**src/design/rlst_pkg.sv**
```systemverilog
// Shared types and constants for the RPC request latency statistics block.
package rlst_pkg;

  localparam int TABLE_COUNT = 8;
  localparam int SLOT_W = 3;
  localparam int CFG_AW = 5;
  localparam int S_TDATA_W = 120;
  localparam int M_TDATA_W = 136;

  localparam logic [2:0] REG_FILE_PROG = 3'd0;
  localparam logic [2:0] REG_MOUNT_PROG = 3'd1;
  localparam logic [2:0] REG_LOCK_PROG = 3'd2;
  localparam logic [2:0] REG_QUOTA_PROG = 3'd3;
  localparam logic [2:0] REG_LOCK_EN = 3'd4;
  localparam logic [2:0] REG_QUOTA_EN = 3'd5;

  localparam logic [31:0] FILE_PROG_RST = 32'd100003;
  localparam logic [31:0] MOUNT_PROG_RST = 32'd100005;
  localparam logic [31:0] LOCK_PROG_RST = 32'd100021;
  localparam logic [31:0] QUOTA_PROG_RST = 32'd100011;

  localparam logic [1:0] STATUS_OK = 2'd0;
  localparam logic [1:0] STATUS_BAD_PROG = 2'd1;
  localparam logic [1:0] STATUS_BAD_VERS = 2'd2;
  localparam logic [1:0] STATUS_BAD_PROC = 2'd3;

  localparam logic [SLOT_W-1:0] SLOT_FILE2 = 3'd0;
  localparam logic [SLOT_W-1:0] SLOT_FILE3 = 3'd1;
  localparam logic [SLOT_W-1:0] SLOT_FILE4 = 3'd2;
  localparam logic [SLOT_W-1:0] SLOT_MNT1 = 3'd3;
  localparam logic [SLOT_W-1:0] SLOT_MNT3 = 3'd4;
  localparam logic [SLOT_W-1:0] SLOT_LOCK4 = 3'd5;
  localparam logic [SLOT_W-1:0] SLOT_QUOTA1 = 3'd6;
  localparam logic [SLOT_W-1:0] SLOT_QUOTA2 = 3'd7;

  typedef struct packed {
    logic [31:0] file_prog;
    logic [31:0] mount_prog;
    logic [31:0] lock_prog;
    logic [31:0] quota_prog;
    logic        lock_en;
    logic        quota_en;
  } cfg_t;

  typedef struct packed {
    logic [1:0]        status;
    logic [SLOT_W-1:0] slot;
  } sel_t;

  typedef struct packed {
    logic [31:0] total;
    logic [31:0] success;
    logic [31:0] dropped;
    logic [31:0] min_lat;
    logic [31:0] max_lat;
    logic [63:0] lat_sum;
    logic [63:0] wait_sum;
  } entry_t;

  typedef enum logic [1:0] {
    ST_CLEAR,
    ST_IDLE,
    ST_UPDATE
  } state_t;

endpackage

```
**src/design/rlst_cfg.sv**
```systemverilog
// Configuration register file behind the APB-style port.
module rlst_cfg (
  input  logic                      clk,
  input  logic                      rst,
  input  logic                      psel,
  input  logic                      penable,
  input  logic                      pwrite,
  input  logic [rlst_pkg::CFG_AW-1:0] paddr,
  input  logic [31:0]               pwdata,
  output logic [31:0]               prdata,
  output logic                      pready,
  output rlst_pkg::cfg_t            cfg
);
  import rlst_pkg::*;

  logic wr;

  assign pready = 1'b1;
  assign wr = psel && penable && pwrite;

  always_ff @(posedge clk) begin
    if (rst) begin
      cfg.file_prog <= FILE_PROG_RST;
      cfg.mount_prog <= MOUNT_PROG_RST;
      cfg.lock_prog <= LOCK_PROG_RST;
      cfg.quota_prog <= QUOTA_PROG_RST;
      cfg.lock_en <= 1'b1;
      cfg.quota_en <= 1'b1;
    end else if (wr) begin
      case (paddr[4:2])
        REG_FILE_PROG: cfg.file_prog <= pwdata;
        REG_MOUNT_PROG: cfg.mount_prog <= pwdata;
        REG_LOCK_PROG: cfg.lock_prog <= pwdata;
        REG_QUOTA_PROG: cfg.quota_prog <= pwdata;
        REG_LOCK_EN: cfg.lock_en <= pwdata[0];
        REG_QUOTA_EN: cfg.quota_en <= pwdata[0];
        default: ;
      endcase
    end
  end

  always_comb begin
    case (paddr[4:2])
      REG_FILE_PROG: prdata = cfg.file_prog;
      REG_MOUNT_PROG: prdata = cfg.mount_prog;
      REG_LOCK_PROG: prdata = cfg.lock_prog;
      REG_QUOTA_PROG: prdata = cfg.quota_prog;
      REG_LOCK_EN: prdata = {31'd0, cfg.lock_en};
      REG_QUOTA_EN: prdata = {31'd0, cfg.quota_en};
      default: prdata = 32'd0;
    endcase
  end

endmodule

```
**config.mk**
```make
export PLATFORM = sky130hd
export DESIGN_NAME = rlst_cfg
export DESIGN_NICKNAME = d
export VERILOG_FILES = /design/src/design/rlst_pkg.sv /design/src/design/rlst_cfg.sv
export SDC_FILE = /design/constraint.sdc
export NUM_CORES = 1
export LEC_CHECK = 0
export BUFFER_PORTS_ARGS = -buffer_cell sky130_fd_sc_hd__buf_4
export CORE_MARGIN = 2
export CORE_UTILIZATION = 45
export CTS_CLUSTER_DIAMETER = 150
export DETAILED_ROUTE_END_ITERATION = 8
export PLACE_DENSITY = 0.82
export SLEW_MARGIN = 5
export SYNTH_ARGS = -nofsm -noshare
export SYNTH_HDL_FRONTEND = slang
export SYNTH_SLANG_ARGS = --single-unit
```
**constraint.sdc**
```tcl
create_clock -name clk -period 1.8 [get_ports clk]
set_input_delay 0.27 -clock clk [delete_from_list [all_inputs] [get_ports clk]]
set_output_delay 0.27 -clock clk [all_outputs]
set_load 0.05 [all_outputs]
```
# == Word level (Yosys, flattened, before mapping) ==
# Cells that the tools add are included.
# totals
reg_bits,130
latch_bits,0
mem_bits_rw,0
romBits,0
output_inout_bits,163
n_memories,0
# op_classes
addsub,0
mul,0
div,0
n_lt_le_gt_ge,0
n_eq_ne,5
shift,0
muxes,1
bitwise,0
reduce_logical,9
# ops
operator,count
$pmux W32 S6,1
$reduce_and A2 Y1,6
$eq A3 B2 Y1 const B,2
$eq A3 B3 Y1 const B,2
$eq A3 B1 Y1 const B,1
$logic_not A3 Y1,1
$logic_and A1 B1 Y1,2

# == Depth between registers and ports, before layout ==
# logic_depth
ltp_word,3
mapped_depth,6
mapped_depth_nobuf,3

# == Least setup slack after synthesis ==
# OpenSTA, ideal clock, no wires.
# synth_path
kind,input-to-output
startpoint,in paddr[3] (netlist bit)
endpoint,out prdata[10]
arrival_time_ps,1790
setup_slack_ps,-260
cell_stages,5
n_path_buf,3
cell_sequence,buf_4 > buf_2 > buf_2 > mux4_2 > nor2b_1
# synth_via
elab_chain_len,2
word_cells_on_any_way,7
cone_classes,eq/ne: 5; mux: 1; reduce/logical: 1
# synth_rtl
item,line,rtl
"start, declared",rlst_cfg.sv:8,"input logic [rlst_pkg::CFG_AW-1:0] paddr,"
$eq A3 B3 Y1 (tied with other cells),rlst_cfg.sv:43,case (paddr[4:2])
$pmux W32 S6 *,rlst_cfg.sv:43,
"end, declared",rlst_cfg.sv:10,"output logic [31:0] prdata,"
# Every way passes the cells marked *; elsewhere a longest branch is shown, timed or not.

# == Final worst setup path ==
# layout_path
startpoint,reg cfg[0] (netlist bit)
endpoint,out prdata[0]
# layout_via
elab_chain_len,1
# layout_rtl
item,line,rtl
"start, declared",rlst_cfg.sv:12,output rlst_pkg::cfg_t cfg
$pmux W32 S6,rlst_cfg.sv:43,
# No other way between the ends.

==> impl_metrics.ini <==
[clock_network]
htreeDepth = 4
clk_path_buf_depth = 2
clock_sinks = 130
clk_latency_ns = 0.41
cts_root_buf = clkbuf_16
cts_made_buffers = 17
clk_pin_slew_ns = 0.05
ctsHoldBuffers = 0
cts_tree = yes

[die]
ioPinCount = 205
rows = 42
coreArea_um2 = 13300
die_y_um = 121
start_util_pct = 46.1
dieArea_um2 = 14600
dieWidth_um = 121

[global_routing]
track_usage_pct = 24.8
antenna_found_initial = 0
grt_remaining_overflow = 0
grt_max_degree = 88
grt_pass1_vias = 5346
grt_pass1_wl_um = 28200

[sta]
fin_tns_setup_ns = -0.150
max_freq_mhz = 527
fin_ws_ns = -0.0992
setup_viol = 3
hold_viol = 0
drv_slew = 0
layout_min_cycle_time_ns = 1.90
fin_crit_sh_pct = 106
tightest_slew_ns = 0.528
relSlewSlack_pct = 64.8
grt_setup_unrepaired = true
skew_ns = 0

[hold_path]
hold_class = in2reg

[yosys]
syn_area_um2 = 6130
async_flop_share_pct = 0
yosysTopAreaCell = dfxtp_1
synth_edf_count = 0
seq_area_frac_synth_pct = 42.4
ys_top_cells_by_area = dfxtp_1 (42%), mux2i_1 (17%), mux4_2 (11%)
synth.avg_cell_area_um2 = 10.6
ys_types = 24
ys_ff_latch = 130
ys_warn_count = 0
synthTopCellsByCount = dfxtp_1 (130), mux2i_1 (107), nand2b_1 (97)
synth_fp_nets = 621
yosysMostFrequentCell = dfxtp_1
yosys.area.top_type_share_pct = 42.4
ys.flop_type = dfxtp_1
synth_cells = 579

[run_status]
violations = negative setup slack
outcome = finished, violations left

[detailed_routing]
drtAntennaViolNets = 0
num_vias = 5286
wl_per_cell_um = 18.3
drtIter0Drc = 336
wirelength_um = 18200
drc_errors = 0
avgViaCountPerCell = 5.32
firstDrtPassIters = 5

[power]
p_leak_uw = 0.00428
power_uw = 6700
power_density_nw_per_um2 = 735
worst_ir_drop_vdd_uv = 538

[setup_path]
crit_fanout = 2
worstPathRequired_ns = 1.53
cp-startpoint = cfg[0]
reg2reg_from = cfg[94]
crit_end = prdata[0]
start_kind = register
crit_type = reg2out
end_kind = output port
reg2reg_slack_ns = 0.93
reg2reg_depth = 4
worst_r2r_endpoint = cfg[94]
worstPathArrival_ns = 1.63

[cells_and_area]
largest_reg_flops = 130
largest-register = cfg
nets = 848
antenna_cells = 0
fin_area_um2 = 9120
instances_no_fill = 994
final_layout_size_suffix_gt1_share_pct = 52.4
reg.largest.list = cfg: 130 flops
fin_util_pct = 68.6
syn2layout_area_growth_pct = 48.7

[placed_design]
placed_area_um2 = 8000
io_buffers = 201
dpl.hpwl_um = 11800
place_inst = 932
gp_congestion = 0.828

[flow_run]
drv_cap = 0
[per-stage QoR]
stage | hold slack, ns | setup WS [ns]
after detailed placement | 0.483 | -0.0370
after global placement | 0.474 | -0.00907
final | 0.130 | -0.0992
after floorplan | 0.431 | -0.00452
after CTS | 0.104 | -0.114
after global routing | 0.128 | -0.128
[worst min path at each step]
stage	from	to	slack (ns)	depth (start not counted)
after floorplan	pwdata[4]	cfg[38]	0.43	2
after global placement	cfg[111]	cfg[111]	0.47	2
after detailed placement	cfg[16]	cfg[16]	0.48	2
after CTS	pwdata[4]	cfg[38]	0.10	3
after global routing	pwdata[4]	cfg[38]	0.13	3
final	pwdata[4]	cfg[38]	0.13	3
[worst max-delay path, cell delays in order, from the launching register on]
cell and delay [ns]:
dfxtp_2 0.32, mux4_2 0.46, mux2_4 0.29, buf_8 0.15
[power by group]
part           leakage (µW)  switching (µW)  total, µW  internal [µW]
registers           0.00107            17.5       2920           2900
clock network      0.000260            1200       3090           1890
logic               0.00295             405        699            294
total               0.00428            1620       6700           5080
[cell type report]
class,count,area [µm²]
multi-input cells,399,3490
clock inverters,5,27.5
fillers,978,4170
clock buffers,26,499
repair buffers,258,2180
well taps,176,220
flip-flops and latches,130,2700
[cell usage in the layout (no fill, tap or decap), drive strengths merged]
cell      synthesis  final
nor2b            54     54
mux2              1      1
nand4b            1      1
clkinvlp          0      1
nand2b           97     97
clkinv            0      4
and2b             1      1
nor3              2      2
mux4             32     32
and4b             1      1
conb              1      1
mux2i           107    107
nand3b            1      1
dfxtp           130    130
nor2             50     50
clkbuf           27     26
buf              23    258
nand4             1      1
nand3             1      1
or3               1      1
o21ai            48     48
[timing repair]
item	CTS	global route
buffers inserted	18	13
gates resized for setup	104	41
endpoints found under the hold margin	0	0
setup endpoints to repair	32	32
[kinds of logic after synthesis]
family,synth area share [%]
and+or+nand+nor,19.7
muxes,29.5
DFF,42.4
buffers and inverters,4.43
AOI/OAI and AO/OA,3.92
other,0.0611
[metal layers]
| layer | GRT usage (%) | wire (µm) | part of all wire, % |
|---|---|---|---|
| met3 | 7.17 | 1200 | 6.6 |
| met4 | 8.72 | 299 | 1.6 |
| met2 | 42.3 | 9150 | 50 |
| met1 | 29.7 | 7520 | 41 |
| met5 | 0 | 0 | 0 |
Power figures use the tool's default switching activity.
