`config.mk`:
```
export PLATFORM = sky130hd
export DESIGN_NAME = rlst_decode
export DESIGN_NICKNAME = d
export VERILOG_FILES = /design/src/design/rlst_pkg.sv /design/src/design/rlst_decode.sv
export SDC_FILE = /design/constraint.sdc
export NUM_CORES = 1
export LEC_CHECK = 0
export BUFFER_PORTS_ARGS = -buffer_cell sky130_fd_sc_hd__buf_2
export CAP_MARGIN = 15
export CELL_PAD_IN_SITES_DETAIL_PLACEMENT = 1
export CELL_PAD_IN_SITES_GLOBAL_PLACEMENT = 1
export CORE_UTILIZATION = 23
export DETAILED_ROUTE_END_ITERATION = 12
export PLACE_DENSITY = 0.93
export RECOVER_POWER = 100
export SLEW_MARGIN = 20
export SYNTH_ARGS = -nofsm -noshare
export SYNTH_HDL_FRONTEND = slang
export SYNTH_SLANG_ARGS = --single-unit
```
`constraint.sdc`:
```
create_clock -name vclk -period 1.9
set_clock_uncertainty 0.05 [all_clocks]
set_input_delay 0.095 -clock vclk [all_inputs]
set_output_delay 0.095 -clock vclk [all_outputs]
set_load 0.02 [all_outputs]
```
`src/design/rlst_pkg.sv`:
```
// Shared types and constants for the RPC request latency statistics block.
package rlst_pkg;

  localparam int TABLE_COUNT = 8;
  localparam int SLOT_W = 3;
  localparam int CFG_AW = 5;
  localparam int S_TDATA_W = 120;
  localparam int M_TDATA_W = 136;

  localparam logic [2:0] REG_FILE_PROG = 3'd0;
  localparam logic [2:0] REG_MOUNT_PROG = 3'd1;
  localparam logic [2:0] REG_LOCK_PROG = 3'd2;
  localparam logic [2:0] REG_QUOTA_PROG = 3'd3;
  localparam logic [2:0] REG_LOCK_EN = 3'd4;
  localparam logic [2:0] REG_QUOTA_EN = 3'd5;

  localparam logic [31:0] FILE_PROG_RST = 32'd100003;
  localparam logic [31:0] MOUNT_PROG_RST = 32'd100005;
  localparam logic [31:0] LOCK_PROG_RST = 32'd100021;
  localparam logic [31:0] QUOTA_PROG_RST = 32'd100011;

  localparam logic [1:0] STATUS_OK = 2'd0;
  localparam logic [1:0] STATUS_BAD_PROG = 2'd1;
  localparam logic [1:0] STATUS_BAD_VERS = 2'd2;
  localparam logic [1:0] STATUS_BAD_PROC = 2'd3;

  localparam logic [SLOT_W-1:0] SLOT_FILE2 = 3'd0;
  localparam logic [SLOT_W-1:0] SLOT_FILE3 = 3'd1;
  localparam logic [SLOT_W-1:0] SLOT_FILE4 = 3'd2;
  localparam logic [SLOT_W-1:0] SLOT_MNT1 = 3'd3;
  localparam logic [SLOT_W-1:0] SLOT_MNT3 = 3'd4;
  localparam logic [SLOT_W-1:0] SLOT_LOCK4 = 3'd5;
  localparam logic [SLOT_W-1:0] SLOT_QUOTA1 = 3'd6;
  localparam logic [SLOT_W-1:0] SLOT_QUOTA2 = 3'd7;

  typedef struct packed {
    logic [31:0] file_prog;
    logic [31:0] mount_prog;
    logic [31:0] lock_prog;
    logic [31:0] quota_prog;
    logic        lock_en;
    logic        quota_en;
  } cfg_t;

  typedef struct packed {
    logic [1:0]        status;
    logic [SLOT_W-1:0] slot;
  } sel_t;

  typedef struct packed {
    logic [31:0] total;
    logic [31:0] success;
    logic [31:0] dropped;
    logic [31:0] min_lat;
    logic [31:0] max_lat;
    logic [63:0] lat_sum;
    logic [63:0] wait_sum;
  } entry_t;

  typedef enum logic [1:0] {
    ST_CLEAR,
    ST_IDLE,
    ST_UPDATE
  } state_t;

endpackage

```
`src/design/rlst_decode.sv`:
```
// Program, version and procedure decode that selects a table or an error status.
module rlst_decode #(
  parameter int PROC_SLOTS = 32
) (
  input  rlst_pkg::cfg_t cfg,
  input  logic [31:0]    program_req,
  input  logic [7:0]     version,
  input  logic [7:0]     procedure,
  output rlst_pkg::sel_t sel
);
  import rlst_pkg::*;

  localparam logic [7:0] VERS_1 = 8'd1;
  localparam logic [7:0] VERS_2 = 8'd2;
  localparam logic [7:0] VERS_3 = 8'd3;
  localparam logic [7:0] VERS_4 = 8'd4;

  always_comb begin
    sel.status = STATUS_OK;
    sel.slot = SLOT_FILE2;
    if (program_req == cfg.file_prog) begin
      case (version)
        VERS_2: sel.slot = SLOT_FILE2;
        VERS_3: sel.slot = SLOT_FILE3;
        VERS_4: sel.slot = SLOT_FILE4;
        default: sel.status = STATUS_BAD_VERS;
      endcase
    end else if (program_req == cfg.mount_prog) begin
      case (version)
        VERS_1: sel.slot = SLOT_MNT1;
        VERS_3: sel.slot = SLOT_MNT3;
        default: sel.status = STATUS_BAD_VERS;
      endcase
    end else if (cfg.lock_en && program_req == cfg.lock_prog) begin
      case (version)
        VERS_4: sel.slot = SLOT_LOCK4;
        default: sel.status = STATUS_BAD_VERS;
      endcase
    end else if (cfg.quota_en && program_req == cfg.quota_prog) begin
      case (version)
        VERS_1: sel.slot = SLOT_QUOTA1;
        VERS_2: sel.slot = SLOT_QUOTA2;
        default: sel.status = STATUS_BAD_VERS;
      endcase
    end else begin
      sel.status = STATUS_BAD_PROG;
    end
    if (sel.status == STATUS_OK && 9'(procedure) >= 9'(PROC_SLOTS)) begin
      sel.status = STATUS_BAD_PROC;
    end
  end

endmodule

```
Yosys cells after proc, flatten, opt, wreduce, memory -nomap -nowiden
Index checks and enable logic that the tools add are counted.
{"block": "word_totals", "wordCells": 30, "out_inout_bits": 5, "reg_bits": 0}
{"block": "op_classes", "n_reduce_logical": 7, "n_lt_le_gt_ge": 1, "muxes": 14, "n_eq_ne": 8}
{"operator": "equality test 32 bit", "n": 4}
{"operator": "equality test 8 x 2 -> 1 bit (second input constant)", "n": 2}
{"operator": "2-to-1 mux 5 bit", "n": 3}
{"operator": "2-to-1 mux 2 bit", "n": 6}
{"operator": "case mux 3 bit (2 select lines)", "n": 2}
{"operator": "equality test 8 x 1 -> 1 bit (second input constant)", "n": 1}
{"operator": "equality test 8 x 3 -> 1 bit (second input constant)", "n": 1}
{"operator": "greater-or-equal comparator 8 x 6 -> 1 bit (second input constant)", "n": 1}
{"operator": "2-to-1 mux 3 bit", "n": 2}
{"operator": "case mux 2 bit (2 select lines)", "n": 1}
{"operator": "OR reduction 2 bit", "n": 2}
{"operator": "logical AND 1 bit", "n": 3}
{"operator": "OR reduction 3 bit", "n": 1}
{"operator": "logical NOT 2 bit", "n": 1}

Depth between registers and ports, before layout
Gate-level depths: netlist of run 1.
{"block": "logic_depth", "depth_word": 10, "ltp_mapped": 8, "depth_no_buf": 7}

Worst setup path before layout of run 1
OpenSTA, ideal clock, no wires.
{"block": "synth_timing", "kind": "in2out", "startpoint": "in program_req[18]", "endpoint": "out sel[4] in the netlist's numbering", "t_arrival_ps": 1493, "t_required_ps": 1755, "path_slack_ps": 262, "stages": 7, "path_cell_list": "xor2_1 > nor4_1 > nand4_1 > nor3_2 > and2_4 > a211oi_1 > o22ai_1"}
{"item": "from (decl)", "line": "rlst_decode.sv:6", "rtl": "input logic [31:0] program_req,"}
{"item": "to (decl)", "line": "rlst_decode.sv:9", "rtl": "output rlst_pkg::sel_t sel"}

==> impl_metrics.py, run 1 <==
metrics = {
    "critical_path": {
        "endpoint_kind": "output port",
        "critPathKind": "in2out",
        "worst_setup_path_start_kind": "input pin",
        "path_max_fanout": 4,
        "worstPathArrival_ns": 1.81,
        "critPathLaunch": "cfg[3]",
        "max_stage_delay_ns": 0.32,
        "slowest_stage": "nor4_2",
        "path_buf_inv": 2,
        "critPathCapture": "sel[4]",
        "cp.depth": 9,
        "cp_top_family": "simple AND/OR/NAND/NOR gates",
        "cp.required_ns": 1.75,
        "crit_chain": "buf_8 > xor2_2 > nor4_2 > nand4_1 > nor3_4 > and2_4 > a211oi_2 > o22ai_1 > buf_4",
    },
    "layout": {
        "area_delta_synth_final_pct": 111,
        "nClkBuffers": 0,
        "regArea_um2": 0,
        "fill_cells": 899,
        "layout_commonest_cell": "buf_2",
        "drive_gt1_share_pct": 66.4,
        "diodes": 0,
        "nets": 606,
        "layoutNonFillerInstCount": 525,
        "design.seq.count": 0,
        "final_cell_mix": "buf_2 (147), xnor2_1 (64), buf_4 (37)",
    },
    "yosys": {
        "synth_top_area_share_pct": 47.6,
        "yosysTopAreaCell": "xnor2_1",
        "yosysWarnings": 0,
        "syn_area_per_cell_um2": 7.96,
        "ys_seq_area_share_pct": 0,
        "synth_cell_types": 33,
        "synth_area_um2": 1710,
        "synthCells": 215,
        "synth_nets": 393,
        "synth.area.top_cells": "xnor2_1 (48%), xor2_1 (18%), nand4_1 (9.9%)",
    },
    "detailed_routing": {
        "wl_per_cell_um": 19.4,
        "postRouteAntennaNets": 0,
        "avgViaCountPerCell": 4.75,
        "drt-total-wl_um": 10200,
        "first_pass_iters": 4,
        "dr_total_vias": 2492,
        "route.detailed.drc": 0,
        "dr.first_iter.drc_count": 55,
    },
    "flow_run": {
        "drv_cap": 0,
    },
    "global_routing": {
        "overflow": 0,
        "track_usage_pct": 23.6,
        "antenna_found_initial": 0,
        "grt_pass1_vias": 2757,
        "grt_pass1_wl_um": 13600,
        "grt_max_degree": 8,
    },
    "run_status": {
        "outcome": "complete, but fails checks",
        "violations": "negative setup slack",
    },
    "sta": {
        "rsz0062_at_grt": "true",
        "worst_slew_pin_slew_ns": 0.326,
        "finalSetupViolCount": 5,
        "relSlewSlack_pct": 78.1,
        "period_share_pct": 103,
        "slew_violations": 0,
        "layout_setup_ws_ns": -0.0585,
        "finalHoldViolations": 0,
        "timing.fmax_mhz": 511,
        "setup-tns-final_ns": -0.159,
        "fin_crit_ns": 1.96,
    },
    "placed_design": {
        "place_worst_setup_slack_ns": -0.188,
        "dp_cells": 523,
        "io_buffers": 178,
        "gp_congestion": 0.884,
        "dpl.hpwl_um": 8420,
    },
    "floorplan": {
        "die-height_um": 88.3,
        "start_util_pct": 23.7,
        "core-area_um2": 7210,
        "floorplan.die_area_um2": 7790,
        "die_width_um": 88.3,
        "rows": 31,
        "io_pins": 183,
    },
    "power": {
        "power_density_nw_per_um2": 212,
        "irDropWorstVdd_mv": 0.145,
        "p_leak_nw": 1.65,
    },
    "cts": {
        "holdBufCountCts": 0,
    },
    "hold_path": {
        "hp-class": "in2out",
    },
}
[cell usage after synthesis (all sizes together), types with 3 or more instances]
master,n
nand4,27
a21oi,4
xnor2,93
xor2,36
nor4,13
nor3,6
nor2,3
nand3,5
nand2,8
[tightest hold or removal path: stages]
cell	delay, ns
buf_2	0.08
nor3_1	0.04
o22ai_1	0.11
buf_4	0.16
[metrics by stage]
| stage | area [µm²] | hold WS (ns) | util (%) | power [W] |
|---|---|---|---|---|
| 5_1_grt | 3620 | 0.553 | 50.1 | 0.000815 |
| 3_3_place_gp | 2960 | 0.559 | 41.1 | 0.000599 |
| 2_1_floorplan | 1710 | 0.345 | - | 0.000257 |
| 6_report | 3620 | 0.539 | 50.1 | 0.000767 |
| 4_1_cts | 3210 | 0.540 | 44.5 | 0.000661 |
| 3_5_place_dp | 2960 | 0.551 | 41.1 | 0.000619 |
[routing by layer]
metal	vias up	part of all wire [%]	GRT usage, %
met5	-	0	0
met1	1174	36	24.5
met3	17	5.8	3.26
li1	1180	-	-
met4	0	2.0	3.96
met2	121	56	49.5
[repair_timing]
item | 4_1_cts | 5_1_grt
pin swaps | 25 | 38
gates resized for setup | 54 | 78
endpoints found under the setup margin | 5 | 5
setup buffers | 1 | 1
[report_power, final]
| part | switching [W] | internal [W] |
|---|---|---|
| registers | 0 | 0 |
| clock network | 0 | 0 |
| logic | 0.000351 | 0.000416 |
| total | 0.000351 | 0.000416 |
[worst min-delay path by stage]
stage                       from      to  slack (ns)  cells after the start
floorplan             version[5]  sel[1]        0.35                      3
CTS                 procedure[5]  sel[4]        0.54                      4
finish              procedure[5]  sel[4]        0.54                      4
global placement    procedure[5]  sel[4]        0.56                      4
detailed placement  procedure[5]  sel[4]        0.55                      4
global route        procedure[5]  sel[4]        0.55                      4
[cell families after synthesis]
logic type / Yosys count / share of synthesized area (%)
AND/OR/NAND/NOR: 69 / 27.2
XOR/XNOR: 129 / 66.0
AO/OA/AOI/OAI: 13 / 5.48
buffers and inverters: 3 / 0.731
multiplexers: 1 / 0.585
[layout make-up]
cell class,count,area (µm²),area share [%]
tap,99,124,3.43
inverter,2,7.51,0.208
timing repair buffer,212,1340,37.0
multi-input combinational,212,2150,59.4
Power figures use the tool's default switching activity.
==> inputs of run 2 (changes only) <==
--- a/config.mk
+++ b/config.mk
@@ -11,7 +11,7 @@
 export CELL_PAD_IN_SITES_GLOBAL_PLACEMENT = 1
 export CORE_UTILIZATION = 23
 export DETAILED_ROUTE_END_ITERATION = 12
-export PLACE_DENSITY = 0.93
+export PLACE_DENSITY_LB_ADDON = 0.1
 export RECOVER_POWER = 100
 export SLEW_MARGIN = 20
 export SYNTH_ARGS = -nofsm -noshare
==> run 2 against run 1 <==
Effect of this change: the run still ends with negative setup slack left; flip-flop and latch count did not move; first-iteration DRC count fell by 15%; combinational power fell by 14%; critical path depth did not move; design area fell by 10%; clock-buffer cell count did not move; non-clock buffer count rose by 4; die area did not move; critical endpoint unchanged.
==> impl_metrics.py, run 2 (same netlist as run 1, synthesis figures left out) <==
metrics = {
    "run_status": {
        "outcome": "complete, but fails checks",
        "violations": "negative setup slack",
    },
    "power": {
        "power_density_nw_per_um2": 203,
        "irDropWorstVdd_mv": 0.0962,
        "p_leak_nw": 1.46,
    },
    "hold_path": {
        "hold_end": "sel[4]",
        "min_path_cells": 4,
        "worstHoldStart": "procedure[5]",
        "hp-class": "in2out",
    },
    "global_routing": {
        "overflow": 0,
        "grt_max_degree": 8,
        "track_usage_pct": 20.1,
        "grt_pass1_vias": 2500,
        "grt_pass1_wl_um": 11900,
        "antenna_found_initial": 0,
    },
    "layout": {
        "design.seq.count": 0,
        "final_cell_mix": "buf_2 (168), xnor2_1 (87), buf_4 (38)",
        "fill_cells": 956,
        "drive_gt1_share_pct": 58.1,
        "layout_commonest_cell": "buf_2",
        "nets": 610,
        "area_delta_synth_final_pct": 89.8,
        "nClkBuffers": 0,
        "regArea_um2": 0,
        "design_area_um2": 3250,
        "diodes": 0,
        "layoutNonFillerInstCount": 529,
    },
    "sta": {
        "period_share_pct": 105,
        "finalSetupViolCount": 5,
        "rsz0062_at_grt": "true",
        "relSlewSlack_pct": 77.1,
        "fin_crit_ns": 1.99,
        "slew_violations": 0,
        "worst_slew_pin_slew_ns": 0.341,
        "timing.fmax_mhz": 502,
        "layout_setup_ws_ns": -0.0920,
        "holdWs_ns": 0.542,
        "finalHoldViolations": 0,
    },
    "detailed_routing": {
        "wl_per_cell_um": 15.6,
        "drt-total-wl_um": 8230,
        "dr_total_vias": 2336,
        "first_pass_iters": 6,
        "avgViaCountPerCell": 4.42,
        "postRouteAntennaNets": 0,
        "route.detailed.drc": 0,
        "dr.first_iter.drc_count": 47,
    },
    "placed_design": {
        "io_buffers": 178,
        "gp_congestion": 0.859,
        "dpl.hpwl_um": 7480,
        "dp_cells": 528,
        "placed_area_um2": 3020,
    },
    "critical_path": {
        "worstPathArrival_ns": 1.85,
        "worst_setup_path_start_kind": "input pin",
        "cp.required_ns": 1.75,
        "critPathKind": "in2out",
        "endpoint_kind": "output port",
        "path_max_fanout": 4,
    },
    "flow_run": {
        "drv_cap": 0,
    },
    "floorplan": {
        "rows": 31,
        "io_pins": 183,
        "die-height_um": 88.3,
        "start_util_pct": 23.7,
        "core-area_um2": 7210,
        "floorplan.die_area_um2": 7790,
        "die_width_um": 88.3,
    },
}
-- run 2: timing repair --
action                                  CTS  global route
hold buffers                              0             0
buffers inserted                          1             0
pin swaps                                24             0
endpoints found under the setup margin    5             5
gates resized for setup                  40             3
hold endpoints to repair                  0             0
-- run 2: metrics by stage --
step | TNS (ns) | setup WS (ns) | power [W] | utilization, %
2_1_floorplan | 0 | 0.262 | 0.000257 | -
3_3_place_gp | -1.49 | -0.311 | 0.000615 | 41.9
3_5_place_dp | -1.73 | -0.362 | 0.000624 | 41.9
4_1_cts | -0.313 | -0.113 | 0.000664 | 44.7
5_1_grt | -0.924 | -0.221 | 0.000716 | 45.0
6_report | -0.263 | -0.0920 | 0.000659 | 45.0
-- run 2: metal layers --
metal / vias to the layer above / share of wire (%) / GRT usage (%) / wire [µm]
li1: 1190 / - / - / -
met1: 1038 / 40 / 23.9 / 3330
met2: 106 / 51 / 39.5 / 4180
met3: 2 / 8.5 / 3.36 / 698
met4: 0 / 0.33 / 0.587 / 27
met5: - / 0 / 0 / 0
-- run 2: how the worst max path moves through the flow --
stage | startpoint | to | slack [ns] | cells past startpoint
CTS | cfg[3] | sel[4] | -0.11 | 10
detailed placement | program_req[26] | sel[4] | -0.36 | 10
finish | program_req[23] | sel[4] | -0.09 | 9
floorplan | program_req[18] | sel[4] | 0.26 | 7
global route | cfg[3] | sel[4] | -0.22 | 10
global placement | program_req[26] | sel[4] | -0.31 | 10
-- run 2: critical path, cell delays in order --
cell and delay, ns:
buf_2 0.14, xnor2_1 0.18, nand4_1 0.22, nor4_4 0.36, nand3_2 0.14, and2_4 0.20
a211oi_2 0.21, o22ai_1 0.11, buf_4 0.17
-- run 2: where the power goes --
group | switching [W] | internal (W) | leakage, nW
logic | 0.000293 | 0.000367 | 1.46
registers | 0 | 0 | 0
clock network | 0 | 0 | 0
-- run 2: area by class of cell --
class | count | area [µm²] | area share, %
multi-input cells | 212 | 1860 | 57.3
repair buffers | 216 | 1260 | 38.7
well taps | 99 | 124 | 3.81
inverters | 2 | 7.51 | 0.231
==> inputs of run 3 (changes only) <==
--- a/config.mk
+++ b/config.mk
@@ -9,6 +9,7 @@
 export CAP_MARGIN = 15
 export CELL_PAD_IN_SITES_DETAIL_PLACEMENT = 1
 export CELL_PAD_IN_SITES_GLOBAL_PLACEMENT = 1
+export CORE_MARGIN = 3
 export CORE_UTILIZATION = 23
 export DETAILED_ROUTE_END_ITERATION = 12
 export PLACE_DENSITY_LB_ADDON = 0.1
==> run 3 against run 2 <==
Effect of this change: the run still ends with negative setup slack left; via count increased by 0.26%; critical path depth up 1; hold slack got worse by 0.0024 ns; worst setup slack lost 0.026 ns; final cell count fell by 1.5%; global-route usage decreased by 0.80 points; clock-buffer cell count did not move; power is 1.6% lower; sequential share of layout area did not move; non-clock buffer count decreased by 5; first-iteration DRC count down 64%; wire length is 3.4% higher; critical path type unchanged; largest cell class unchanged.
==> impl_metrics.py, run 3 (same netlist as run 1, synthesis figures left out) <==
metrics = {
    "layout": {
        "area_delta_synth_final_pct": 89.4,
        "design.seq.count": 0,
        "nClkBuffers": 0,
        "layoutNonFillerInstCount": 521,
        "fill_cells": 921,
        "final_cell_mix": "buf_2 (160), xnor2_1 (84), xor2_1 (33), buf_4 (33), nand4_1 (27)",
        "regArea_um2": 0,
        "layout_commonest_cell": "buf_2",
        "diodes": 0,
        "drive_gt1_share_pct": 58.4,
        "multiInputGateArea_um2": 1870,
        "nets": 605,
    },
    "detailed_routing": {
        "dr_total_vias": 2342,
        "route.detailed.drc": 0,
        "wl_per_cell_um": 16.3,
        "postRouteAntennaNets": 0,
        "avgViaCountPerCell": 4.50,
        "dr.first_iter.drc_count": 17,
        "drt-total-wl_um": 8510,
        "first_pass_iters": 4,
    },
    "critical_path": {
        "cp_top_family": "simple AND/OR/NAND/NOR gates",
        "worstPathArrival_ns": 1.87,
        "slowest_stage": "nor3_4",
        "endpoint_kind": "output port",
        "path_buf_inv": 3,
        "max_stage_delay_ns": 0.30,
        "critPathKind": "in2out",
        "cp.depth": 10,
        "path_max_fanout": 4,
        "cp_common_cell": "buf_4",
        "critPathLaunch": "cfg[28]",
        "crit_chain": "buf_6 > xor2_2 > nor4_2 > buf_4 > nand4_1 > nor3_4 > and2_4 > a211oi_2 > o22ai_1 > buf_4",
        "cp.required_ns": 1.75,
        "worst_setup_path_start_kind": "input pin",
        "critPathCapture": "sel[4]",
    },
    "placed_design": {
        "dp_cells": 518,
        "gp_congestion": 0.781,
        "dpl.hpwl_um": 7890,
        "io_buffers": 178,
    },
    "floorplan": {
        "core-area_um2": 7020,
        "rows": 30,
        "die_width_um": 92.3,
        "die-height_um": 92.3,
        "io_pins": 183,
        "floorplan.die_area_um2": 8510,
        "start_util_pct": 24.4,
    },
    "sta": {
        "layout_setup_ws_ns": -0.118,
        "rsz0062_at_grt": "true",
        "worst_slew_pin_slew_ns": 0.303,
        "finalSetupViolCount": 5,
        "relSlewSlack_pct": 79.6,
        "setup-tns-final_ns": -0.428,
        "finalHoldViolations": 0,
        "fin_crit_ns": 2.02,
        "timing.fmax_mhz": 496,
        "slew_violations": 0,
        "period_share_pct": 106,
    },
    "power": {
        "power_density_nw_per_um2": 200,
        "irDropWorstVdd_mv": 0.116,
        "p_leak_nw": 1.48,
    },
    "global_routing": {
        "track_usage_pct": 19.3,
        "grt_pass1_vias": 2594,
        "antenna_found_initial": 0,
        "grt_pass1_wl_um": 13000,
        "overflow": 0,
        "grt_max_degree": 8,
    },
    "hold_path": {
        "worstHoldStart": "procedure[5]",
        "hp-class": "in2out",
    },
    "flow_run": {
        "drv_cap": 0,
    },
    "cts": {
        "holdBufCountCts": 0,
    },
    "run_status": {
        "outcome": "complete, but fails checks",
        "violations": "negative setup slack",
    },
}
-- run 3: cell types whose count changed in the layout (fill, tap and decap cells not counted), moves of 3 or more --
cell and change:
nor4_2 +3, xnor2_2 +3, buf_2 -8, xnor2_1 -3, buf_6 +7, buf_4 -5
-- run 3: timing repair --
action,CTS,global route
endpoints found under the hold margin,0,0
setup endpoints to repair,5,5
resized for setup,44,17
setup buffers,4,0
pin swaps,29,15
-- run 3: worst min-delay path by stage --
stage,slack [ns],end,cells past startpoint
6_report,0.54,sel[4],4
3_3_place_gp,0.54,sel[4],4
3_5_place_dp,0.54,sel[4],4
2_1_floorplan,0.35,sel[1],3
5_1_grt,0.57,sel[4],4
4_1_cts,0.54,sel[4],4
-- run 3: power by group --
group / leakage (nW) / switching (W) / total, W / internal [W]
registers: 0 / 0 / 0 / 0
clock network: 0 / 0 / 0 / 0
logic: 1.48 / 0.000285 / 0.000649 / 0.000364
-- run 3: metrics by stage --
| stage | power [W] | util, % | setup WS, ns | hold slack [ns] | area [µm²] |
|---|---|---|---|---|---|
| after floorplan | 0.000257 | - | 0.262 | 0.345 | 1710 |
| after global placement | 0.000595 | 42.1 | -0.175 | 0.541 | 2960 |
| after detailed placement | 0.000606 | 42.1 | -0.191 | 0.545 | 2960 |
| after CTS | 0.000641 | 45.1 | -0.0666 | 0.535 | 3170 |
| after global routing | 0.000711 | 46.2 | -0.270 | 0.569 | 3240 |
| final | 0.000649 | 46.2 | -0.118 | 0.540 | 3240 |
-- run 3: cell type report --
type,instances,area share (%)
inverters,2,0.232
multi-input cells,212,57.6
well taps,96,3.71
repair buffers,211,38.5
-- run 3: per-layer routing --
| metal | global-route usage [%] | part of all wire (%) | routed length (µm) |
|---|---|---|---|
| met1 | 22.5 | 38 | 3240 |
| met2 | 37.3 | 54 | 4560 |
| met3 | 4.18 | 8.0 | 685 |
| met4 | 1.36 | 0.32 | 27 |
| met5 | 0 | 0 | 0 |
-- run 3: worst min-delay path, cell delays in order --
cell     delay (ns)
buf_2          0.08
nor3_1         0.04
o22ai_1        0.11
buf_4          0.16
